$ cat src/hdl/noekeon_block_rounds_top_macros.svh
// ----------------------------------------------------------------------------
// Assertion macros for the Noekeon round pipeline
// Shorthand for clocked implication checks with a synchronous reset.
// ----------------------------------------------------------------------------
`ifndef NOEKEON_BLOCK_ROUNDS_TOP_MACROS_SVH
`define NOEKEON_BLOCK_ROUNDS_TOP_MACROS_SVH

// same-cycle implication
`define NBR_ASSERT_NOW(label, clk, rst, ante, cons) \
   label: assert property (@(posedge clk) disable iff (rst) (ante) |-> (cons)) \
      else $error("nbr assertion failed");

// next-cycle implication
`define NBR_ASSERT_NEXT(label, clk, rst, ante, cons) \
   label: assert property (@(posedge clk) disable iff (rst) (ante) |=> (cons)) \
      else $error("nbr assertion failed");

`endif

$ cat src/hdl/nbr_pkg.sv
// ----------------------------------------------------------------------------
// nbr_pkg
// Types, constants and round functions of the Noekeon round pipeline.
// ----------------------------------------------------------------------------
`default_nettype none

package nbr_pkg;

   localparam int unsigned ROUNDS    = 16;
   localparam int unsigned WORD_W    = 32;
   localparam int unsigned RC_W      = 8;
   localparam int unsigned KEY_WORDS = 4;
   localparam int unsigned CSR_IDX_W = 2;

   localparam logic [RC_W-1:0] RC_FWD_POLY = 8'h1B;
   localparam logic [RC_W-1:0] RC_BWD_POLY = 8'h8D;

   typedef enum logic [CSR_IDX_W-1:0] {
      CSR_KEY_WORD0 = 2'd0,
      CSR_KEY_WORD1 = 2'd1,
      CSR_KEY_WORD2 = 2'd2,
      CSR_KEY_WORD3 = 2'd3
   } nbr_csr_idx_type;

   typedef logic [WORD_W-1:0]                 nbr_word_type;
   typedef logic [3:0][WORD_W-1:0]            nbr_block_type;
   typedef logic [KEY_WORDS-1:0][WORD_W-1:0]  nbr_key_type;

   typedef struct packed {
      nbr_block_type   w;
      logic [RC_W-1:0] rc1;
      logic [RC_W-1:0] rc2;
   } nbr_stage_type;

   function automatic nbr_word_type nbr_rotl(nbr_word_type x, int unsigned n);
      return (x << n) | (x >> (WORD_W - n));
   endfunction

   function automatic nbr_word_type nbr_mix(nbr_word_type t);
      return t ^ nbr_rotl(t, 8) ^ nbr_rotl(t, 24);
   endfunction

   function automatic nbr_block_type nbr_theta(nbr_block_type b, nbr_key_type k);
      nbr_block_type w;
      nbr_word_type  t;
      w = b;
      t = nbr_mix(w[0] ^ w[2]);
      w[1] = w[1] ^ t;
      w[3] = w[3] ^ t;
      w[0] = w[0] ^ k[0];
      w[1] = w[1] ^ k[1];
      w[2] = w[2] ^ k[2];
      w[3] = w[3] ^ k[3];
      t = nbr_mix(w[1] ^ w[3]);
      w[0] = w[0] ^ t;
      w[2] = w[2] ^ t;
      return w;
   endfunction

   function automatic nbr_block_type nbr_gamma(nbr_block_type b);
      nbr_block_type w;
      nbr_word_type  t;
      w = b;
      w[1] = w[1] ^ (~w[3] & ~w[2]);
      w[0] = w[0] ^ (w[2] & w[1]);
      t    = w[3];
      w[3] = w[0];
      w[0] = t;
      w[2] = w[2] ^ w[0] ^ w[1] ^ w[3];
      w[1] = w[1] ^ (~w[3] & ~w[2]);
      w[0] = w[0] ^ (w[2] & w[1]);
      return w;
   endfunction

   // constant add, Theta, constant add: shared by rounds and the output step
   function automatic nbr_block_type nbr_core(nbr_stage_type s, nbr_key_type k);
      nbr_block_type w;
      w = s.w;
      w[0] = w[0] ^ {{(WORD_W-RC_W){1'b0}}, s.rc1};
      w = nbr_theta(w, k);
      w[0] = w[0] ^ {{(WORD_W-RC_W){1'b0}}, s.rc2};
      return w;
   endfunction

   function automatic logic [RC_W-1:0] nbr_rc_fwd(logic [RC_W-1:0] rc);
      return {rc[RC_W-2:0], 1'b0} ^ (rc[RC_W-1] ? RC_FWD_POLY : '0);
   endfunction

   function automatic logic [RC_W-1:0] nbr_rc_bwd(logic [RC_W-1:0] rc);
      return {1'b0, rc[RC_W-1:1]} ^ (rc[0] ? RC_BWD_POLY : '0);
   endfunction

   function automatic nbr_stage_type nbr_round(nbr_stage_type s, nbr_key_type k);
      nbr_stage_type r;
      nbr_block_type w;
      w = nbr_core(s, k);
      w[1] = nbr_rotl(w[1], 1);
      w[2] = nbr_rotl(w[2], 5);
      w[3] = nbr_rotl(w[3], 2);
      w = nbr_gamma(w);
      w[1] = nbr_rotl(w[1], 31);
      w[2] = nbr_rotl(w[2], 27);
      w[3] = nbr_rotl(w[3], 30);
      r.w   = w;
      r.rc1 = nbr_rc_fwd(s.rc1);
      r.rc2 = nbr_rc_bwd(s.rc2);
      return r;
   endfunction

endpackage

`default_nettype wire

$ cat src/hdl/nbr_if.sv
// ----------------------------------------------------------------------------
// nbr_req_if / nbr_rsp_if
// Valid/ready channels carrying blocks into and results out of the pipeline.
// ----------------------------------------------------------------------------
`default_nettype none


interface nbr_rsp_if;
   logic        valid;
   logic        ready;
   logic [31:0] result_word0;
   logic [31:0] result_word1;
   logic [31:0] result_word2;
   logic [31:0] result_word3;

   modport source (output valid, result_word0, result_word1, result_word2,
                   result_word3, input ready);
   modport sink   (input valid, result_word0, result_word1, result_word2,
                   result_word3, output ready);
endinterface

`default_nettype wire

$ cat src/hdl/nbr_final_stage.sv
// ----------------------------------------------------------------------------
// nbr_final_stage
// Closing constant/Theta/constant step and the result register.
// ----------------------------------------------------------------------------
`default_nettype none

module nbr_final_stage
   import nbr_pkg::*;
(
   input  wire           clock,
   input  wire           reset,
   input  nbr_key_type   key,
   input  wire           up_valid,
   output logic          up_ready,
   input  nbr_stage_type up_data,
   nbr_rsp_if.source     rsp_if
);

   logic          valid_ff, valid_in;
   nbr_block_type data_ff;
   logic          load;

   assign up_ready = !valid_ff || rsp_if.ready;
   assign load     = up_valid && up_ready;
   assign valid_in = up_ready ? up_valid : valid_ff;

   always_ff @(posedge clock) begin
      if (reset) begin
         valid_ff <= 1'b0;
      end else begin
         valid_ff <= valid_in;
      end
   end

   always_ff @(posedge clock) begin
      if (load) begin
         data_ff <= nbr_core(up_data, key);
      end
   end

   assign rsp_if.valid        = valid_ff;
   assign rsp_if.result_word0 = data_ff[0];
   assign rsp_if.result_word1 = data_ff[1];
   assign rsp_if.result_word2 = data_ff[2];
   assign rsp_if.result_word3 = data_ff[3];

endmodule

`default_nettype wire

$ cat src/flat_wrapper.sv
// flat-port wrapper written by rule: the top's interface ports become plain ports
module nbr_final_stage_flat import nbr_pkg::*;
  (clock, reset, key, up_valid, up_ready, up_data, rsp_if_valid, rsp_if_result_word0, rsp_if_result_word1, rsp_if_result_word2, rsp_if_result_word3, rsp_if_ready);
  nbr_rsp_if rsp_if_i ();
  input  wire clock;
  input  wire reset;
  input  nbr_key_type key;
  input  wire up_valid;
  output logic up_ready;
  input  nbr_stage_type up_data;
  output wire logic [$bits(rsp_if_i.valid)-1:0] rsp_if_valid;
  output wire logic [$bits(rsp_if_i.result_word0)-1:0] rsp_if_result_word0;
  output wire logic [$bits(rsp_if_i.result_word1)-1:0] rsp_if_result_word1;
  output wire logic [$bits(rsp_if_i.result_word2)-1:0] rsp_if_result_word2;
  output wire logic [$bits(rsp_if_i.result_word3)-1:0] rsp_if_result_word3;
  input wire logic [$bits(rsp_if_i.ready)-1:0] rsp_if_ready;
  assign rsp_if_valid = rsp_if_i.valid;
  assign rsp_if_result_word0 = rsp_if_i.result_word0;
  assign rsp_if_result_word1 = rsp_if_i.result_word1;
  assign rsp_if_result_word2 = rsp_if_i.result_word2;
  assign rsp_if_result_word3 = rsp_if_i.result_word3;
  assign rsp_if_i.ready = rsp_if_ready;
  nbr_final_stage u_core (.clock(clock), .reset(reset), .key(key), .up_valid(up_valid), .up_ready(up_ready), .up_data(up_data), .rsp_if(rsp_if_i));
endmodule
$ cat config.mk
export PLATFORM = sky130hd
export DESIGN_NAME = nbr_final_stage_flat
export DESIGN_NICKNAME = d
export VERILOG_FILES = /design/src/hdl/noekeon_block_rounds_top_macros.svh /design/src/hdl/nbr_pkg.sv /design/src/hdl/nbr_if.sv /design/src/hdl/nbr_final_stage.sv /design/src/flat_wrapper.sv
export SDC_FILE = /design/constraint.sdc
export NUM_CORES = 1
export LEC_CHECK = 0
export BUFFER_PORTS_ARGS = -buffer_cell sky130_fd_sc_hd__buf_2
export CORE_AREA = 2 2 158 160
export DETAILED_ROUTE_END_ITERATION = 6
export DIE_AREA = 0 0 160 162
export PLACE_DENSITY = 0.74
export SYNTH_ARGS = -nofsm -noshare
export SYNTH_HDL_FRONTEND = slang
export SYNTH_SLANG_ARGS = --single-unit
export TNS_END_PERCENT = 20
$ cat constraint.sdc
create_clock -name clock -period 3.9 [get_ports clock]
set_input_delay 0.195 -clock clock [delete_from_list [all_inputs] [get_ports clock]]
set_output_delay 0.195 -clock clock [all_outputs]
set_load 0.1 [all_outputs]
==> After elaboration in Yosys (flattened, before gate mapping) <==
Cells that the tools add are included.
{ "totals": {"wordCells": 28, "output_inout_bits": 130, "regBits": 129, "in_bits": 276} }
{ "classes": {"bitwise_logic": 20, "n_reduce_logical": 3} }
{ "ops": {"columns": ["operator", "count"], "rows": [
  ["XOR 32 bit", 14],
  ["OR 32 x 24 -> 32 bit", 2],
  ["OR 32 x 8 -> 32 bit", 2],
  ["XOR 32 x 8 -> 32 bit", 2],
  ["logical AND 1 bit", 1],
  ["zero test 1 bit", 1],
  ["logical OR 1 bit", 1]
]} }

==> Logic depth before layout (Yosys ltp) <==
Gate-level depths: netlist of the first run.
{ "depth": {"word_depth": 13, "mapped_depth": 4, "ltp_nobuf": 4} }

==> Worst setup path before layout of the first run <==
Ideal clock, no wire load.
{ "synth_path": {"kind": "flip-flop to flip-flop", "startpoint": "register u_core.valid_ff, in the netlist u_core.rsp_if.valid", "endpoint": "register u_core.data_ff, in the netlist u_core.rsp_if.result_word0[0], enable pin", "path_buffers": 0, "synth_period_minus_slack_ns": 5.118, "setup_slack_ns": -1.218, "stages_incl_launch_ff": 3, "t_required_ns": 3.399, "setup_ns": 0.501, "arrival_ns": 4.616, "cell_sequence": "dfxtp_1 -> nand2b_1 -> and2_1"} }
{ "synth_between": {"elab_chain_len": 3} }
{ "synth_rtl": {"columns": ["element", "line", "source"], "rows": [
  ["start, declared", "nbr_final_stage.sv:19", "logic valid_ff, valid_in;"],
  ["start signal, assigned", "nbr_final_stage.sv:31", "valid_ff <= valid_in;"],
  ["zero test 1 bit", "nbr_final_stage.sv:23", "assign up_ready = !valid_ff || rsp_if.ready;"],
  ["logical OR 1 bit", "nbr_final_stage.sv:23", null],
  ["via up_ready", "flat_wrapper.sv:9", "output logic up_ready;"],
  ["logical AND 1 bit", "nbr_final_stage.sv:24", "assign load = up_valid && up_ready;"],
  ["via u_core.load", "nbr_final_stage.sv:21", "logic load;"],
  ["end signal, assigned", "nbr_final_stage.sv:37", "data_ff <= nbr_core(up_data, key);"],
  ["end, declared", "nbr_final_stage.sv:20", "nbr_block_type data_ff;"]
]} }
The timed path passes the listed nets, and every way through them passes these cells.
A chain may end at the register's enable or synchronous reset.

==> Worst setup path in the final report of the first run <==
{ "layout_path": {"startpoint": "register u_core.valid_ff, in the netlist u_core.rsp_if.valid", "endpoint": "register u_core.data_ff, in the netlist u_core.rsp_if.result_word2[16], enable pin"} }
{ "layout_between": {"elab_chain_len": 3} }
{ "layout_rtl": {"columns": ["element", "line"], "rows": [
  ["zero test 1 bit", "nbr_final_stage.sv:23"],
  ["logical OR 1 bit", "nbr_final_stage.sv:23"],
  ["logical AND 1 bit", "nbr_final_stage.sv:24"],
  ["via u_core.load", "nbr_final_stage.sv:21"]
]} }
The timed path passes the listed nets, and every way through them passes these cells.

==> results of run 1 <==
==> placed cells by master, fill, tap and decap left out, types with 3 or more instances in the layout <==
cell and instances:
xor2_1 88, clkinv_4 3, inv_6 4, xor2_2 19
xnor2_2 38, clkbuf_16 17, edfxtp_1 128, xnor3_2 4
buf_2 405, xnor3_1 4, bufinv_16 3, xnor2_1 308
==> synth_stat cells, drive strengths merged <==
master,n
a21oi,1
and2,1
dfxtp,1
edfxtp,128
inv,1
nand2b,1
xnor2,347
xnor3,8
xor2,109
==> power groups by stage <==
stage               sequential (W)  clock [W]  combinational [W]
finish                     0.00227    0.00167            0.00538
global route               0.00231    0.00176            0.00561
CTS                        0.00228    0.00171            0.00543
detailed placement         0.00230          0            0.00543
global placement           0.00229          0            0.00540
floorplan                  0.00522          0            0.00162
==> final cells by class <==
type / instances / share of cell area, %
clock buffer: 18 / 3.693
clock inverter: 14 / 1.550
inverter: 1 / 0.03230
multi-input combinational: 467 / 40.29
sequential: 129 / 33.24
tap: 324 / 3.488
timing repair buffer: 407 / 17.70
==> cell families after synthesis <==
kind of cell | count (synthesis)
xor gates and xnor gates | 464
DFF | 129
AOI/OAI and AO/OA | 1
and+or+nand+nor | 2
buffers and inverters | 1
==> worst paths after layout <==
path                                           from                              to  slack, ns  cells past startpoint
worst max-delay path            u_core.rsp_if.valid  u_core.rsp_if.result_word2[16]       1.98                      3
worst min-delay path                       up_valid             u_core.rsp_if.valid       0.03                      3
worst max register to register  u_core.rsp_if.valid  u_core.rsp_if.result_word2[16]       1.98                      3
worst min register to register  u_core.rsp_if.valid             u_core.rsp_if.valid       0.52                      2
==> registers in the layout, summed over array words and instances (netlist names) <==
register                    cells
u_core.rsp_if.result_word0     32
u_core.rsp_if.result_word1     32
u_core.rsp_if.result_word2     32
u_core.rsp_if.result_word3     32
u_core.rsp_if.valid             1
==> metrics by stage <==
stage	cells	util [%]
6_report	1360	48.21
5_1_grt	1360	48.21
4_1_cts	1360	48.21
3_5_place_dp	1327	45.65
3_3_place_gp	1327	45.65
2_1_floorplan	597	-
==> what timing repair did <==
action	CTS	global route
setup endpoints to repair	0	0
endpoints found under the hold margin	1	0
hold buffers	1	0
resized for setup	0	0
==> critical path, delay by kind of cell, from the launching register on <==
kind,cells,cell delay (ns)
buf+inv,1,0.42
simple gates,2,0.75
flops,1,0.31
==> layer usage <==
layer / global-route usage, % / share of wire [%] / vias to the layer above
li1: - / - / 2782
met1: 17.91 / 39 / 2543
met2: 27.80 / 53 / 235
met3: 3.728 / 6.3 / 20
met4: 5.078 / 2.0 / 0
met5: 0 / 0 / -
==> results.toml, run 1 <==
[routing]
drt-initial-drc-count = 219
viasPerCell = 4.103
ant_nets = 0
drcViolationCount = 0
routed_wl_um = 19820
num_vias = 5580
routedWlPerCell_um = 14.58
dr.pass1.iters = 4

[cells_and_area]
layout.area.seq_mm2 = 0.003864
fillers = 2187
design_area_mm2 = 0.01162
areaGrowthSynthToFinish_pct = 35.96
antenna_cells = 0
multiInputGateArea_mm2 = 0.004683
drive_gt1_share_pct = 48.46
nets = 1299

[synth]
synth_area_leader_cell = "edfxtp_1"
synth_top_area_share_pct = 44.96
ys_seq_area_share_pct = 45.20
synth_cells = 597
synth_top_family_by_area = "XOR/XNOR gates"
synth_area_mm2 = 0.008548
synth-xor-area-share_pct = 54.55
synth_fp_nets = 873
ys_ff_latch = 129
synth_area_leaders = "edfxtp_1 (45%), xnor2_1 (32%), xor2_1 (9.0%)"
synth-compound-area-share_pct = 0.05855
ys_types = 14
synth_mux_area_share_pct = 0
synth-adder-area-share_pct = 0
syn_area_per_cell_um2 = 14.32
yosys.area_share.simple_pct = 0.1464
yosysWarnings = 0

[placement]
dpl_worst_slack_ns = 1.970
gp_congestion = 0.8164
placed_area_mm2 = 0.01100
hpwlAfterDp_um = 16770
io_buffers = 405

[clock_tree]
clock_path_buffers = 2
numCtsBuffers = 17
clock_sinks = 129
postCtsSetupRepairBufs = 0
cts_root_buf = "clkbuf_16"
clk_latency_ns = 0.41
cts_max_level = 4
clk_pin_slew_ns = 0.06
cts_tree = "done"

[worst_setup_path]
startpoint_type = "flop"
cp-end-kind = "flop"
critPathKind = "flop to flop"
cp_max_fo = 71
cp.arrival_ns = 1.98
path_cells = "nand2b_1, and2_4, buf_12"
worstPathRequired_ns = 3.96
critPathMaxStageDelay_ns = 0.65
critPathSlowestCell = "and2_4"

[job]
cap_violations = 0

[power]
power.share.switching_pct = 51.70
total_power_w = 0.009313
power_frac_seq_pct = 24.4
p_leak_nw = 4.724
internal-power_w = 0.004499
comb_power_share_pct = 57.8
clkPwrFrac_pct = 17.9
max-vdd-ir-drop_mv = 0.3826
p_sw_w = 0.004814
power_density_mw_per_mm2 = 801.3

[floorplanning]
rows = 57
die_area_mm2 = 0.02592
ios = 406
die_width_um = 160
start_util_pct = 35.46
die-height_um = 162
core_area_mm2 = 0.02411

[sta]
rsz0062_at_grt = "no"
finalSetupViolations = 0
drv_slew = 0
maxSlewHeadroom_pct = 47.19
finClkSkew_ns = 0.009419
max_freq_mhz = 520.4
setup_tns_ns = 0
fin_crit_sh_pct = 49.27
finalHoldViolations = 0
holdWs_ns = 0.03137
setup_ws_ns = 1.978
min_period_ns = 1.922
worst_pin_slew_ns = 0.7922

[global_routing]
grt_pass1_wl_um = 30600
grt_max_degree = 72
grt_usage_pct = 15.36
overflow = 0
antenna_found_initial = 0
grt_pass1_vias = 5888

[worst_hold_path]
hold_class = "input pin to flop"

[outcome]
outcome = "completed"
Note: power is estimated with default switching activity, not from simulation.
==> inputs of run 2 (changes only) <==
PLACE_DENSITY = 0.72   (was 0.74)
clock period = 1.78 ns   (was 3.9 ns; I/O delays follow)
==> run 2 against run 1 <==
Against the previous run:
- routed wire length up 5.0%
- first-iteration DRC count down 34%
- power increased by 120%
- utilization grew 0.57 points
- global-route usage increased by 0.52 points
- combinational power grew 120%
- non-clock buffer count grew 17
- worst setup slack got worse by 1.6 ns
- worst hold slack improved by 0.069 ns
- sequential share of layout area fell by 0.35 points
==> results.toml, run 2 (synthesis gave the netlist of run 1 again) <==
[global_routing]
grt_use_met2_pct = 29.02
overflow = 0
antenna_found_initial = 2
grt_pass1_vias = 6101
grt_max_degree = 53
grt_use_met1_pct = 17.67
gr-max-usage-layer = "met2"
grt_util_met3_pct = 4.367
grt_pass1_wl_um = 31620
grt_usage_pct = 15.88

[worst_setup_path]
startpoint_type = "flop"
cp-end-kind = "flop"
crit_buf_inv = 1
worstPathRequired_ns = 1.86
cp_top_family = "simple AND/OR/NAND/NOR gates"
cp_max_fo = 52
critPathMaxStageDelay_ns = 0.35
cp.arrival_ns = 1.49
reg2reg_slack_ns = 0.36
path_cells = "nand2b_4, and2_4, buf_12"
reg2reg_depth = 3
critPathKind = "flop to flop"
cp.depth = 3
critPathSlowestCell = "dfxtp_4"

[floorplanning]
core_area_mm2 = 0.02411
die-height_um = 162
die_width_um = 160
die_area_mm2 = 0.02592
start_util_pct = 35.46
ios = 406
rows = 57

[sta]
drv_slew = 0
maxSlewHeadroom_pct = 63.54
max_freq_mhz = 706.4
setup_tns_ns = 0
min_period_ns = 1.416
rsz0062_at_grt = "no"
finalHoldViolations = 0
fin_crit_sh_pct = 79.53
finClkSkew_ns = 0.009129
finalSetupViolations = 0
worst_pin_slew_ns = 0.5430

[cells_and_area]
fillers = 2195
areaGrowthSynthToFinish_pct = 37.56
drive_gt1_share_pct = 49.00
multiInputGateArea_mm2 = 0.004691
nets = 1316
post-route-util_pct = 48.78
layout.cells.most_common = "buf_2"
final_cell_mix = "buf_2 (405), xnor2_1 (308), edfxtp_1 (128)"
design_area_mm2 = 0.01176
layout.area.seq_mm2 = 0.003867

[clock_tree]
cts_root_buf = "clkbuf_16"
clock_path_buffers = 2
clk_pin_slew_ns = 0.06
numCtsBuffers = 17
postCtsSetupRepairBufs = 0
clk_latency_ns = 0.41
clock_sinks = 129
cts_resized = 0
cts_max_level = 4
cts_tree = "done"
hold_buffers = 2

[placement]
hpwlAfterDp_um = 17790
placed_area_mm2 = 0.01116
io_buffers = 405
gp_congestion = 0.8169

[routing]
dr.pass1.iters = 4
num_vias = 5684
viasPerCell = 4.128
routed_wl_um = 20810
drt-initial-drc-count = 144
routedWlPerCell_um = 15.11
ant_nets = 0
drcViolationCount = 0

[worst_hold_path]
min_path_cells = 3
hold_class = "input pin to flop"

[power]
p_sw_w = 0.01043
comb_power_share_pct = 58.6
p_leak_nw = 4.801
power_frac_seq_pct = 24.4
power.share.switching_pct = 51.37
clkPwrFrac_pct = 17.0
max-vdd-ir-drop_mv = 0.7811
internal-power_w = 0.009872
power_density_mw_per_mm2 = 1726
total_power_w = 0.02030

[outcome]
outcome = "completed"

[job]
cap_violations = 0
[run 2: cell count changes in the layout (fill, tap and decap cells not counted), sizes merged]
cell	change
diode	+2
dlygate4sd3	+1
buf	+16
inv	-5
clkinv	+2
clkbuf	+1
[run 2: worst paths after layout]
path                                     startpoint                             end
worst min-delay path                        key[96]   u_core.rsp_if.result_word3[0]
worst max-delay path            u_core.rsp_if.valid  u_core.rsp_if.result_word2[16]
worst min register to register  u_core.rsp_if.valid  u_core.rsp_if.result_word0[17]
worst max register to register  u_core.rsp_if.valid  u_core.rsp_if.result_word2[16]
[run 2: worst min-delay path, stage by stage]
cell and delay (ns):
buf_2 0.08, xnor2_1 0.09, xnor2_1 0.13
[run 2: layout make-up]
| type | instances | share of cell area, % |
|---|---|---|
| Antenna cell | 2 | 0.04256 |
| Timing Repair Buffer | 424 | 18.81 |
| Clock inverter | 11 | 1.202 |
| Sequential cell | 129 | 32.89 |
| Inverter | 1 | 0.03192 |
| Tap cell | 324 | 3.448 |
| Clock buffer | 19 | 3.682 |
| Multi-Input combinational cell | 467 | 39.89 |
[run 2: routing by layer]
metal	wire length [um]	vias to the layer above
li1	-	2819
met1	7871	2608
met2	11120	227
met3	1279	30
met4	537	0
met5	0	-
[run 2: per-stage QoR]
stage               hold WS, ns  setup slack, ns  std cells
floorplan                0.1484          -0.4023        597
global placement         0.2418           0.1715       1343
detailed placement       0.2509           0.1701       1343
CTS                     0.08175           0.3544       1375
global route             0.1111           0.3207       1377
finish                   0.1001           0.3643       1377
[run 2: power by group through the flow]
| stage | clock [W] | combinational [W] | sequential [W] |
|---|---|---|---|
| finish | 0.00345 | 0.0119 | 0.00496 |
| floorplan | 0 | 0.00356 | 0.0114 |
| global placement | 0 | 0.0119 | 0.00500 |
| detailed placement | 0 | 0.0120 | 0.00502 |
| global route | 0.00366 | 0.0124 | 0.00505 |
| CTS | 0.00354 | 0.0120 | 0.00497 |
