<file path="config.mk">
export PLATFORM = sky130hd
export DESIGN_NAME = nbr_round_cell
export DESIGN_NICKNAME = d
export VERILOG_FILES = /design/src/hdl/nbr_pkg.sv /design/src/hdl/nbr_round_cell.sv
export VERILOG_INCLUDE_DIRS = /design/src /design/src/hdl
export SDC_FILE = /design/constraint.sdc
export NUM_CORES = 1
export LEC_CHECK = 0
export BUFFER_PORTS_ARGS = -buffer_cell sky130_fd_sc_hd__buf_2
export CORE_AREA = 2 2 164 166
export CTS_BUF_LIST = sky130_fd_sc_hd__clkbuf_16
export DETAILED_ROUTE_END_ITERATION = 12
export DIE_AREA = 0 0 166 168
export GPL_ROUTABILITY_DRIVEN = 1
export PLACE_DENSITY = 0.76
export SLEW_MARGIN = 20
export SYNTH_ARGS = -nofsm -noshare
export SYNTH_HDL_FRONTEND = slang
export SYNTH_SLANG_ARGS = --single-unit
</file>
<file path="constraint.sdc">
create_clock -name clock -period 10 [get_ports clock]
set_input_delay 1.5 -clock clock [delete_from_list [all_inputs] [get_ports clock]]
set_output_delay 1.5 -clock clock [all_outputs]
set_load 0.02 [all_outputs]
</file>
<file path="src/hdl/noekeon_block_rounds_top_macros.svh">
// ----------------------------------------------------------------------------
// Assertion macros for the Noekeon round pipeline
// Shorthand for clocked implication checks with a synchronous reset.
// ----------------------------------------------------------------------------
`ifndef NOEKEON_BLOCK_ROUNDS_TOP_MACROS_SVH
`define NOEKEON_BLOCK_ROUNDS_TOP_MACROS_SVH

// same-cycle implication
`define NBR_ASSERT_NOW(label, clk, rst, ante, cons) \
   label: assert property (@(posedge clk) disable iff (rst) (ante) |-> (cons)) \
      else $error("nbr assertion failed");

// next-cycle implication
`define NBR_ASSERT_NEXT(label, clk, rst, ante, cons) \
   label: assert property (@(posedge clk) disable iff (rst) (ante) |=> (cons)) \
      else $error("nbr assertion failed");

`endif

</file>
<file path="src/hdl/nbr_pkg.sv">
// ----------------------------------------------------------------------------
// nbr_pkg
// Types, constants and round functions of the Noekeon round pipeline.
// ----------------------------------------------------------------------------
`default_nettype none

package nbr_pkg;

   localparam int unsigned ROUNDS    = 16;
   localparam int unsigned WORD_W    = 32;
   localparam int unsigned RC_W      = 8;
   localparam int unsigned KEY_WORDS = 4;
   localparam int unsigned CSR_IDX_W = 2;

   localparam logic [RC_W-1:0] RC_FWD_POLY = 8'h1B;
   localparam logic [RC_W-1:0] RC_BWD_POLY = 8'h8D;

   typedef enum logic [CSR_IDX_W-1:0] {
      CSR_KEY_WORD0 = 2'd0,
      CSR_KEY_WORD1 = 2'd1,
      CSR_KEY_WORD2 = 2'd2,
      CSR_KEY_WORD3 = 2'd3
   } nbr_csr_idx_type;

   typedef logic [WORD_W-1:0]                 nbr_word_type;
   typedef logic [3:0][WORD_W-1:0]            nbr_block_type;
   typedef logic [KEY_WORDS-1:0][WORD_W-1:0]  nbr_key_type;

   typedef struct packed {
      nbr_block_type   w;
      logic [RC_W-1:0] rc1;
      logic [RC_W-1:0] rc2;
   } nbr_stage_type;

   function automatic nbr_word_type nbr_rotl(nbr_word_type x, int unsigned n);
      return (x << n) | (x >> (WORD_W - n));
   endfunction

   function automatic nbr_word_type nbr_mix(nbr_word_type t);
      return t ^ nbr_rotl(t, 8) ^ nbr_rotl(t, 24);
   endfunction

   function automatic nbr_block_type nbr_theta(nbr_block_type b, nbr_key_type k);
      nbr_block_type w;
      nbr_word_type  t;
      w = b;
      t = nbr_mix(w[0] ^ w[2]);
      w[1] = w[1] ^ t;
      w[3] = w[3] ^ t;
      w[0] = w[0] ^ k[0];
      w[1] = w[1] ^ k[1];
      w[2] = w[2] ^ k[2];
      w[3] = w[3] ^ k[3];
      t = nbr_mix(w[1] ^ w[3]);
      w[0] = w[0] ^ t;
      w[2] = w[2] ^ t;
      return w;
   endfunction

   function automatic nbr_block_type nbr_gamma(nbr_block_type b);
      nbr_block_type w;
      nbr_word_type  t;
      w = b;
      w[1] = w[1] ^ (~w[3] & ~w[2]);
      w[0] = w[0] ^ (w[2] & w[1]);
      t    = w[3];
      w[3] = w[0];
      w[0] = t;
      w[2] = w[2] ^ w[0] ^ w[1] ^ w[3];
      w[1] = w[1] ^ (~w[3] & ~w[2]);
      w[0] = w[0] ^ (w[2] & w[1]);
      return w;
   endfunction

   // constant add, Theta, constant add: shared by rounds and the output step
   function automatic nbr_block_type nbr_core(nbr_stage_type s, nbr_key_type k);
      nbr_block_type w;
      w = s.w;
      w[0] = w[0] ^ {{(WORD_W-RC_W){1'b0}}, s.rc1};
      w = nbr_theta(w, k);
      w[0] = w[0] ^ {{(WORD_W-RC_W){1'b0}}, s.rc2};
      return w;
   endfunction

   function automatic logic [RC_W-1:0] nbr_rc_fwd(logic [RC_W-1:0] rc);
      return {rc[RC_W-2:0], 1'b0} ^ (rc[RC_W-1] ? RC_FWD_POLY : '0);
   endfunction

   function automatic logic [RC_W-1:0] nbr_rc_bwd(logic [RC_W-1:0] rc);
      return {1'b0, rc[RC_W-1:1]} ^ (rc[0] ? RC_BWD_POLY : '0);
   endfunction

   function automatic nbr_stage_type nbr_round(nbr_stage_type s, nbr_key_type k);
      nbr_stage_type r;
      nbr_block_type w;
      w = nbr_core(s, k);
      w[1] = nbr_rotl(w[1], 1);
      w[2] = nbr_rotl(w[2], 5);
      w[3] = nbr_rotl(w[3], 2);
      w = nbr_gamma(w);
      w[1] = nbr_rotl(w[1], 31);
      w[2] = nbr_rotl(w[2], 27);
      w[3] = nbr_rotl(w[3], 30);
      r.w   = w;
      r.rc1 = nbr_rc_fwd(s.rc1);
      r.rc2 = nbr_rc_bwd(s.rc2);
      return r;
   endfunction

endpackage

`default_nettype wire

</file>
<file path="src/hdl/nbr_round_cell.sv">
// ----------------------------------------------------------------------------
// nbr_round_cell
// One Noekeon round with its own register stage and valid/ready hand-off.
// ----------------------------------------------------------------------------
`default_nettype none

`include "noekeon_block_rounds_top_macros.svh"

module nbr_round_cell
   import nbr_pkg::*;
(
   input  wire           clock,
   input  wire           reset,
   input  nbr_key_type   key,
   input  wire           up_valid,
   output logic          up_ready,
   input  nbr_stage_type up_data,
   output logic          dn_valid,
   input  wire           dn_ready,
   output nbr_stage_type dn_data
);

   logic          valid_ff, valid_in;
   nbr_stage_type data_ff;
   logic          load;

   // a cell takes a new item when empty or when its own item moves on
   assign up_ready = !valid_ff || dn_ready;
   assign load     = up_valid && up_ready;
   assign valid_in = up_ready ? up_valid : valid_ff;

   always_ff @(posedge clock) begin
      if (reset) begin
         valid_ff <= 1'b0;
      end else begin
         valid_ff <= valid_in;
      end
   end

   always_ff @(posedge clock) begin
      if (load) begin
         data_ff <= nbr_round(up_data, key);
      end
   end

   assign dn_valid = valid_ff;
   assign dn_data  = data_ff;

   `NBR_ASSERT_NEXT(a_stall_holds, clock, reset, valid_ff && !dn_ready, valid_ff && $stable(data_ff))
   `NBR_ASSERT_NOW(a_empty_ready, clock, reset, !valid_ff, up_ready)
   `NBR_ASSERT_NEXT(a_take_fills, clock, reset, up_valid && up_ready, valid_ff)

endmodule

`default_nettype wire

</file>
After elaboration in Yosys (flattened, before gate mapping)

Cells that the tools add are included.

Muxes and demuxes: 2
Bitwise logic cells: 43
Reduce and logical (&&, ||, !) cells: 3

Operators with widths:

| operator                     | number |
|---|---|
| bitwise XOR 32 bit           | 21 |
| bitwise AND 32 bit           | 4 |
| inverter 32 bit              | 4 |
| OR 32 x 24 -> 32 bit         | 2 |
| OR 32 x 8 -> 32 bit          | 2 |
| bitwise XOR 32 x 8 -> 32 bit | 2 |
| OR 32 x 1 -> 32 bit          | 1 |
| OR 32 x 2 -> 32 bit          | 1 |
| OR 32 x 27 -> 32 bit         | 1 |
| OR 32 x 30 -> 32 bit         | 1 |
| OR 32 x 31 -> 32 bit         | 1 |
| OR 32 x 5 -> 32 bit          | 1 |
| 2-to-1 mux 8 bit             | 1 |
| bitwise XOR 7 x 8 -> 8 bit   | 1 |
| bitwise XOR 8 bit            | 1 |
| 2-to-1 mux 5 bit             | 1 |
| logical AND 1 bit            | 1 |
| logical NOT 1 bit            | 1 |
| logical OR 1 bit             | 1 |

Bits in registers: 145
Bits of input ports: 276
Output and inout bits: 146
Logic and storage cells: 55

Longest topological paths before layout

Gate-level depths: netlist of run 1.

Depth in word-level cells: 24
Depth in mapped cells: 11
Depth with buffers taken out: 11

Worst setup path before layout of run 1

No wires, ideal clock.

Path kind: input to register
Start point: input dn_ready
End point: register data_ff, in the netlist dn_data[0], enable pin
Setup time: 0.520 ns
Arrival: 5.101 ns
Path slack: 4.379 ns
Cell stages on the path: 2
Path through: nand2b_1 > and2_1

Cells in the longest elaborated chain, start to end: 2

RTL lines:

| item                   | RTL line             | source |
|---|---|---|
| start: declaration     | nbr_round_cell.sv:19 | `input wire dn_ready,` |
| logical OR 1 bit       | nbr_round_cell.sv:28 | `assign up_ready = !valid_ff \|\| dn_ready;` |
| logical AND 1 bit      | nbr_round_cell.sv:29 | `assign load = up_valid && up_ready;` |
| named net load         | nbr_round_cell.sv:25 | `logic load;` |
| end signal: assignment | nbr_round_cell.sv:42 | `data_ff <= nbr_round(up_data, key);` |
| end: declaration       | nbr_round_cell.sv:24 | `nbr_stage_type data_ff;` |

The timed path passes the listed nets, and every way through them passes these cells.
A chain may end at the register's enable or synchronous reset.

Worst setup path after layout of run 1

Start point: input up_data[121] (netlist bit)
End point: register data_ff, in the netlist dn_data[38], data pin

Cells in the longest elaborated chain, start to end: 19

RTL lines:

| item                              | RTL line             | source |
|---|---|---|
| start: declaration                | nbr_round_cell.sv:17 | `input nbr_stage_type up_data,` |
| bitwise XOR 32 bit *              | nbr_pkg.sv:49        | `w[3] = w[3] ^ t;` |
| bitwise XOR 32 bit *              | nbr_pkg.sv:53        | `w[3] = w[3] ^ k[3];` |
| bitwise XOR 32 bit *              | nbr_pkg.sv:54        | `t = nbr_mix(w[1] ^ w[3]);` |
| OR 32 x 8 -> 32 bit *             | nbr_pkg.sv:36        | `return (x << n) \| (x >> (WORD_W - n));` |
| bitwise XOR 32 bit * (2 in a row) | nbr_pkg.sv:40        | `return t ^ nbr_rotl(t, 8) ^ nbr_rotl(t, 24);` |
| bitwise XOR 32 bit *              | nbr_pkg.sv:56        | `w[2] = w[2] ^ t;` |
| OR 32 x 5 -> 32 bit *             | nbr_pkg.sv:36        |  |
| inverter 32 bit                   | nbr_pkg.sv:64        | `w[1] = w[1] ^ (~w[3] & ~w[2]);` |
| [2 not listed]                    | --                   |  |
| bitwise AND 32 bit                | nbr_pkg.sv:65        | `w[0] = w[0] ^ (w[2] & w[1]);` |
| bitwise XOR 32 bit                | nbr_pkg.sv:65        |  |
| bitwise XOR 32 bit                | nbr_pkg.sv:69        | `w[2] = w[2] ^ w[0] ^ w[1] ^ w[3];` |
| inverter 32 bit                   | nbr_pkg.sv:70        | `w[1] = w[1] ^ (~w[3] & ~w[2]);` |
| bitwise AND 32 bit                | nbr_pkg.sv:70        |  |
| bitwise XOR 32 bit                | nbr_pkg.sv:70        |  |
| bitwise AND 32 bit *              | nbr_pkg.sv:71        | `w[0] = w[0] ^ (w[2] & w[1]);` |
| bitwise XOR 32 bit *              | nbr_pkg.sv:71        |  |

Mark *: on every way between the ends. The rest lies on a longest branch, timed or not.

==> results of run 1 <==
==> worst max-delay path: cells and delay by family <==
kind          cells  cell delay (ns)
xor+xnor          8             2.63
fa+ha+maj         1             0.37
buf+inv           2             0.27
simple gates      1             0.07
==> through the flow <==
stage / util [%] / hold WS (ns) / cells / area (um^2)
6_report: 59.72 / 0.5522 / 1822 / 15740
5_1_grt: 59.72 / 0.6006 / 1822 / 15740
4_1_cts: 59.72 / 0.5575 / 1822 / 15740
3_5_place_dp: 57.37 / 0.5455 / 1790 / 15120
3_3_place_gp: 57.37 / 0.5363 / 1790 / 15120
2_1_floorplan: - / 0.7290 / 1027 / 12570
==> power by group through the flow <==
stage	clock network (uW)	logic, uW	registers (uW)
floorplan	0	3430	1780
global placement	0	4780	1410
detailed placement	0	4890	1410
CTS	708	4920	1400
global route	731	5310	1420
finish	698	4880	1400
==> area by class of cell <==
class | instances | area (um^2)
Tap cell | 341 | 426.7
Inverter | 14 | 52.55
Fill cell | 2233 | 10610
Sequential cell | 145 | 4344
Clock buffer | 17 | 425.4
Clock inverter | 15 | 192.7
Multi-Input combinational cell | 868 | 8180
Timing Repair Buffer | 422 | 2115
==> logic make-up after synthesis <==
group                      count (synthesis)
xor gates and xnor gates                 667
buffers and inverters                     14
and+or+nand+nor                          120
muxes                                      3
DFF                                      145
adders and majority gates                 32
AOI/OAI and AO/OA                         46
==> sequential cells by signal (all words and copies together) (netlist names) <==
register and cells:
dn_valid 1, dn_data 144
==> routing by layer <==
metal | wire length [um] | vias up | track usage (%) | share of wire (%)
met5 | 0 | - | 0 | 0
met2 | 18560 | 365 | 46.44 | 51
met4 | 612 | 0 | 6.503 | 1.7
li1 | - | 4268 | - | -
met1 | 14460 | 4234 | 31.73 | 40
met3 | 2605 | 22 | 5.947 | 7.2
==> worst max-delay path by stage <==
stage	end	slack, ns	cells past startpoint
2_1_floorplan	dn_data[0]	4.38	2
5_1_grt	dn_data[38]	5.15	12
6_report	dn_data[38]	5.30	12
4_1_cts	dn_data[22]	5.29	10
3_3_place_gp	dn_data[22]	4.91	10
3_5_place_dp	dn_data[22]	4.85	10
==> synthesized netlist by cell type (11+ instances only) <==
| master | number |
|---|---|
| a21oi_1 | 11 |
| edfxtp_1 | 144 |
| ha_1 | 32 |
| inv_1 | 14 |
| nor2_1 | 72 |
| nor2b_1 | 27 |
| o22ai_1 | 19 |
| xnor2_1 | 401 |
| xnor2_2 | 13 |
| xnor3_1 | 33 |
| xor2_1 | 182 |
| xor2_2 | 12 |
==> metrics.txt, run 1 <==
Worst VDD drop=0.0001639 V; Post-Synth XOR/XNOR Area=54.98%; drt drc=0; Worst setup EP type=flip-flop; DP HPWL=30.89 mm; Layout Nets=1776; pre-CTS setup slack=4.854 ns; CTS tree=built; cell leakage power=0.006698 uW; CTS root buffer=clkbuf_16; synthesized area=0.01257 mm^2; ratio of cells with drive above 1 in the final layout=33.63%; switching power=3007 uW; number of synthesized register bits=145; HP Class=reg -> reg; Async SR Flop Fraction=0%; largest net degree at the start of global routing=76; Sink Count=145; worst setup margin=5.303 ns; Final Hold Viols=0; io pins=422; Final min period=4.697 ns; Compound-Gate Fraction of Synth Area=2.299%; post-CTS sizing=0; Ys Warns=0; antenna-violating nets left=0; initial drt markers=524; crit-path max cell delay=0.57 ns; reg2reg path depth=3; post-route clock period utilization=46.97%; final count of pins violating max slew=0; Critical path origin=up_data[121]; startpoint class of the critical path=input pin; status=finished, final reports clean; Synth area leader=edfxtp_1; GPL Wtd Cong=0.8741; largest family of logic cells by synthesized area=XOR/XNOR gates; Worst-path clk slew=0.06 ns; Worst Skew=0.009478 ns; sequential share of the synthesized area=34.55%; GRT Total Usage=25.95%; WP data required=10.15 ns; number of flops mapped to enable cells by yosys=144; Area Overhead vs Synth=25.14%; number of distinct library cells after synthesis=27; largest cells by area after synthesis=edfxtp_1 34%, xnor2_1 28%, xor2_1 13%; Hold Path Cell Cnt=2; highest-count cells in the layout ignoring fill and taps=421 x buf_2, 401 x xnor2_1, 182 x xor2_1; top_reg_cell synth=edfxtp_1; via count=8889; Post-Synth Adder-Cell Area=3.184%; HP Start=dn_valid; gr ovfl total=0; Die Area=0.02789 mm^2; hold endpoint=dn_valid; Syn Inst Count=1027; mean area per synthesized cell=12.24 um^2; die width=166 um; vias in the first global route=8957; post-synth net total=1335; Seq pwr share=20.0%; Hold Buf Count CTS=0; RSZ-0062 raised after global routing=no; Fmax=212.9 MHz; wire length of the first global-routing pass=53.05 mm; Die H=168 um; PortBufs=421; Final Total Pwr=6979 uW; Rel. slew slack=29.95%; WS Path Type=in -> reg; # diodes=0; Switching Share=43.09%; flop-to-flop setup slack=7.32 ns; Crit-path slowest cell=xnor3_1; CTS Buf Count=17; Rows=60; Worst Path Max Fanout=4; drt pass-1 iters=5; Arrival @ worst endpoint=4.85 ns; worst reg2reg endpoint=dn_data[59]; DR WL/cell=19.88 um; R2R Path Start=dn_valid; DRT Wirelength=36.23 mm; TNS Setup=0 ns; simple logic cell fraction of the synthesized area=4.338%; P per Cell Area=443.5 mW/mm^2; final setup fails=0; combinational power share=70.0%; initial antenna violation count=0; Core Box Area=0.02635 mm^2; worst path cell trace=buf_2, xnor2_1, xor2_1, xnor3_1, xnor2_1, inv_1, ha_1, xor2_1, xnor2_1, xnor2_1, nor2_1, xnor2_1; multiplexer fraction of the synthesized cell area=0.2388%; Internal Pwr Total=3972 uW; worst skew pair latency=0.42 ns; Max H-tree Level=4; Clock power frac=10.0%; post-CTS setup buffers=0; Initial Util=47.72%; Vias per Instance=4.879; max_cap viols=0; cell mode on critical path=xnor2_1; Synth top area share=34.39%; Worst-Margin Slew=1.051 ns; clock tree buffer depth=2; most common cell after layout, fill and taps aside=buf_2
No activity file was read; power rests on OpenSTA's default activity.
==> inputs of run 2 (changes only) <==
==> constraint.sdc (replaced) <==
create_clock -name clock -period 4.67 [get_ports clock]
set_input_delay 0.7005 -clock clock [delete_from_list [all_inputs] [get_ports clock]]
set_output_delay 0.7005 -clock clock [all_outputs]
set_load 0.02 [all_outputs]
==> metrics.txt, run 2 (same netlist as run 1, synthesis figures left out) <==
most common cell after layout, fill and taps aside=buf_2; Buffers & Inverters on Critical Path=1 (-1); Rel. slew slack=41.40% (+11 points); Initial Util=47.72% (unchanged); vias in the first global route=8992 (+0.39%); WS Path Type=in -> reg; Critical path origin=up_data[15]; Worst-Margin Slew=0.8791 ns (-0.1717 ns); CTS tree=built; P per Cell Area=944.6 mW/mm^2 (+110%); Hold Path Cell Cnt=2 (unchanged); HP Class=in -> reg; Worst-path clk slew=0.07 ns (about the same); antenna-violating nets left=0 (unchanged); Area Overhead vs Synth=25.43%; pre-CTS setup slack=0.3136 ns (-4.540 ns); crit-path max cell delay=0.62 ns (+0.05 ns); DR WL/cell=19.71 um (-0.89%); clock tree buffer depth=2 (unchanged); max_cap viols=0 (unchanged); Internal Pwr Total=8373 uW (+110%); TNS Setup=0 ns (unchanged); R2R Path Start=dn_valid; Worst VDD drop=0.0004150 V (+150%); post-CTS setup buffers=0 (unchanged); Rows=60 (unchanged); CTS root buffer=clkbuf_16; initial drt markers=414 (-21%); Final Hold Viols=0 (unchanged); largest net degree at the start of global routing=58 (-24%); Fmax=255.9 MHz; status=finished, final reports clean; wire length of the first global-routing pass=52.38 mm (-1.3%); post-CTS sizing=0 (unchanged); Switching Share=43.80% (+0.71 points); PortBufs=421 (unchanged); Max H-tree Level=4 (unchanged); post-route clock period utilization=83.68%; switching power=6525 uW (+120%); GPL Wtd Cong=0.8640 (-1.2%); final count of pins violating max slew=0 (unchanged); worst path cell trace=buf_2, xor2_1, xnor2_1, xnor2_1, xor2_1, xor2_1, ha_1, xor2_1, xnor2_1, xor2_1, nor2_1, xnor2_1; RSZ-0062 raised after global routing=no; Layout Nets=1788 (+0.68%); Largest register FFs=144 (unchanged); CTS Buf Count=17 (unchanged); Die Area=0.02789 mm^2 (unchanged); die width=166 um (unchanged); worst skew pair latency=0.42 ns (about the same); DRT Wirelength=36.16 mm (-0.19%); ratio of cells with drive above 1 in the final layout=34.36% (+0.73 points); cell family with most CP delay=XOR/XNOR gates; highest-count cells in the layout ignoring fill and taps=421 x buf_2, 401 x xnor2_1, 182 x xor2_1; drt drc=0 (unchanged); cell mode on critical path=xor2_1; Vias per Instance=4.839 (-0.82%); via count=8879 (-0.11%); Crit-path slowest cell=xor2_1; DP HPWL=30.94 mm (+0.16%); HP Start=reset; drt pass-1 iters=7 (+2); Seq pwr share=20.3% (+0.3 points); Arrival @ worst endpoint=4.07 ns (-0.78 ns); Sink Count=145 (unchanged); Clock power frac=8.9% (-1.1 points); cell leakage power=0.006727 uW (+0.42%); Final Instance Area=0.01577 mm^2 (+0.23%); critical path depth=12 (unchanged); Core Box Area=0.02635 mm^2 (unchanged); Worst setup EP type=flip-flop; worst setup margin=0.7622 ns (-4.540 ns); reg2reg path depth=3 (unchanged); io pins=422 (unchanged); initial antenna violation count=2 (+2); GRT Total Usage=25.64% (-0.32 points); combinational power share=70.8% (+0.8 points); WP data required=4.83 ns (-5.32 ns); Final min period=3.908 ns; Hold Buf Count CTS=0 (unchanged); Die H=168 um (unchanged); gr ovfl total=0 (unchanged); final setup fails=0 (unchanged); startpoint class of the critical path=input pin; Worst Skew=0.009466 ns (-0.00001171 ns); Worst Path Max Fanout=5 (+1); Placed Area=0.01522 mm^2 (+0.68%)
[run 2: area by class of cell]
type                    instances  area (um^2)
repair buffers                434         2217
fillers                      2237        10580
well taps                     341        426.7
clock buffers                  17        425.4
diodes                          1        2.502
multi-input cells             868         8180
flip-flops and latches        145         4344
clock inverters                15        123.9
inverters                      14        52.55
[run 2: per-layer routing]
| metal | up-vias | GRT usage [%] | wire (um) |
|---|---|---|---|
| met2 | 346 | 47.10 | 18640 |
| met5 | - | 0 | 12 |
| met4 | 2 | 6.767 | 646 |
| met3 | 31 | 4.937 | 2230 |
| li1 | 4291 | - | - |
| met1 | 4209 | 30.79 | 14630 |
[run 2: worst paths after layout]
path	slack, ns	end
worst max register to register	2.70	dn_data[127]
worst min register to register	0.54	dn_valid
worst max-delay path	0.76	dn_data[25]
worst min-delay path	0.43	dn_valid
[run 2: per-stage QoR]
| stage | hold slack (ns) | total power [uW] | std cells | util, % |
|---|---|---|---|---|
| global placement | 0.5198 | 13380 | 1802 | 57.76 |
| floorplan | 0.7289 | 11130 | 1027 | - |
| CTS | 0.4033 | 14990 | 1834 | 59.85 |
| finish | 0.4258 | 14900 | 1835 | 59.86 |
| global route | 0.4199 | 15900 | 1834 | 59.85 |
| detailed placement | 0.5261 | 13620 | 1802 | 57.76 |
[run 2: power by group through the flow]
stage	registers (uW)	clock network (uW)	logic, uW
detailed placement	3040	0	10600
CTS	3030	1350	10600
floorplan	3800	0	7330
finish	3020	1330	10600
global route	3070	1400	11400
global placement	3040	0	10300
==> inputs of run 3 (changes only) <==
==> constraint.sdc (replaced) <==
create_clock -name clock -period 3.9 [get_ports clock]
set_input_delay 0.585 -clock clock [delete_from_list [all_inputs] [get_ports clock]]
set_output_delay 0.585 -clock clock [all_outputs]
set_load 0.02 [all_outputs]
==> metrics.txt, run 3 (same netlist as run 1, synthesis figures left out) <==
status=finished, final reports clean; Die H=168 um (unchanged); Worst Path Max Fanout=4 (-1); reg2reg path depth=3 (unchanged); startpoint class of the critical path=input pin; wire length of the first global-routing pass=52.94 mm (+1.1%); antenna-violating nets left=0 (unchanged); largest net degree at the start of global routing=86 (+48%); PortBufs=421 (unchanged); post-CTS sizing=0 (unchanged); Placed Area=0.01550 mm^2 (+1.9%); HP Class=in -> reg; Worst-Margin Slew=0.7058 ns (-0.1733 ns); Sink Count=145 (unchanged); critical path depth=11 (-1); clock tree buffer depth=2 (unchanged); Worst setup EP type=flip-flop; R2R Path Start=dn_valid; post-CTS setup buffers=0 (unchanged); Worst-path clk slew=0.07 ns (about the same); Final min period=3.491 ns; WP data required=4.07 ns (-0.76 ns); Die Area=0.02789 mm^2 (unchanged); GPL Wtd Cong=0.8582 (-0.67%); Area Overhead vs Synth=27.95%; Rows=60 (unchanged); # diodes=0 (-1); Largest register FFs=144 (unchanged); Worst VDD drop=0.0005010 V (+21%); Layout Nets=1824 (+2.0%); crit-path max cell delay=0.57 ns (-0.05 ns); WS Path Type=in -> reg; ratio of cells with drive above 1 in the final layout=35.84% (+1.5 points); CTS Buf Count=17 (unchanged); via count=9100 (+2.5%); Hold Path Cell Cnt=2 (unchanged); Fmax=286.4 MHz; vias in the first global route=9280 (+3.2%); final setup fails=0 (unchanged); initial antenna violation count=1 (-1); Worst Skew=0.01398 ns (+0.004516 ns); final count of pins violating max slew=0 (unchanged); most common cell after layout, fill and taps aside=buf_2; Buffers & Inverters on Critical Path=2 (+1); Final Instance Area=0.01609 mm^2 (+2.0%); end point of the critical path=dn_data[30]; DR WL/cell=19.47 um (-1.2%); worst skew pair latency=0.42 ns (about the same); Vias per Instance=4.866 (+0.57%); CTS root buffer=clkbuf_16; Arrival @ worst endpoint=3.66 ns (-0.41 ns); drt drc=0 (unchanged); GRT Total Usage=25.66% (+0.026 points); TNS Setup=0 ns (unchanged); CTS tree=built; Crit-path slowest cell=xnor3_1; Final Hold Viols=0 (unchanged); RSZ-0062 raised after global routing=no; cell family with most CP delay=XOR/XNOR gates; P per Cell Area=1127 mW/mm^2 (+19%); DRT Wirelength=36.41 mm (+0.69%); flop-to-flop setup slack=2.45 ns (-0.25 ns); worst reg2reg endpoint=dn_data[56]; Max H-tree Level=4 (unchanged); die width=166 um (unchanged); max_cap viols=0 (unchanged); cell leakage power=0.006914 uW (+2.8%); Hold Buf Count CTS=0 (unchanged); initial drt markers=483 (+17%); io pins=422 (unchanged); post-route clock period utilization=89.52%; Core Box Area=0.02635 mm^2 (unchanged); worst path cell trace=buf_2, xor2_1, xor2_1, xnor3_1, xnor2_2, inv_1, ha_1, xor3_1, xnor2_1, nor2_1, xnor2_1; Initial Util=47.72% (unchanged); Rel. slew slack=52.61% (+11 points); highest-count cells in the layout ignoring fill and taps=421 x buf_2, 401 x xnor2_1, 182 x xor2_1; Critical path origin=up_data[57]; DP HPWL=30.85 mm (-0.27%); gr ovfl total=0 (unchanged); drt pass-1 iters=5 (-2)
==> run 3: routing by layer <==
metal | track usage, % | wire [um]
met4 | 8.318 | 964
met1 | 30.50 | 14260
met5 | 0 | 18
met3 | 5.971 | 2701
met2 | 45.99 | 18470
==> run 3: worst min-delay path by stage <==
| stage | startpoint | endpoint |
|---|---|---|
| 2_1_floorplan | reset | dn_valid |
| 3_3_place_gp | dn_valid | dn_valid |
| 3_5_place_dp | dn_valid | dn_valid |
| 4_1_cts | reset | dn_valid |
| 5_1_grt | reset | dn_valid |
| 6_report | reset | dn_valid |
==> run 3: stage by stage <==
step                hold WS (ns)  worst slack [ns]  instances  utilization [%]  power, uW
floorplan                 0.6541            0.5170       1027                -      13330
global placement          0.5224           0.09070       1838            58.84      16150
detailed placement        0.5331        -0.0003682       1838            58.84      16460
CTS                       0.2923            0.4251       1870            61.06      18230
global route              0.3100            0.1210       1870            61.06      19350
finish                    0.3099            0.4089       1870            61.06      18130
==> run 3: layout make-up <==
cell class,count,area (um^2)
flip-flops and latches,145,4344
inverters,14,52.55
repair buffers,470,2500
clock inverters,15,160.2
clock buffers,17,425.4
well taps,341,426.7
fillers,2191,10260
multi-input cells,868,8180
==> run 3: report_power, final <==
| part | total (uW) | internal (uW) | leakage, uW | switching, uW |
|---|---|---|---|---|
| logic | 12800 | 6010 | 0.00524 | 6800 |
| clock network | 1700 | 953 | 0.000277 | 750 |
| registers | 3620 | 3370 | 0.00140 | 250 |
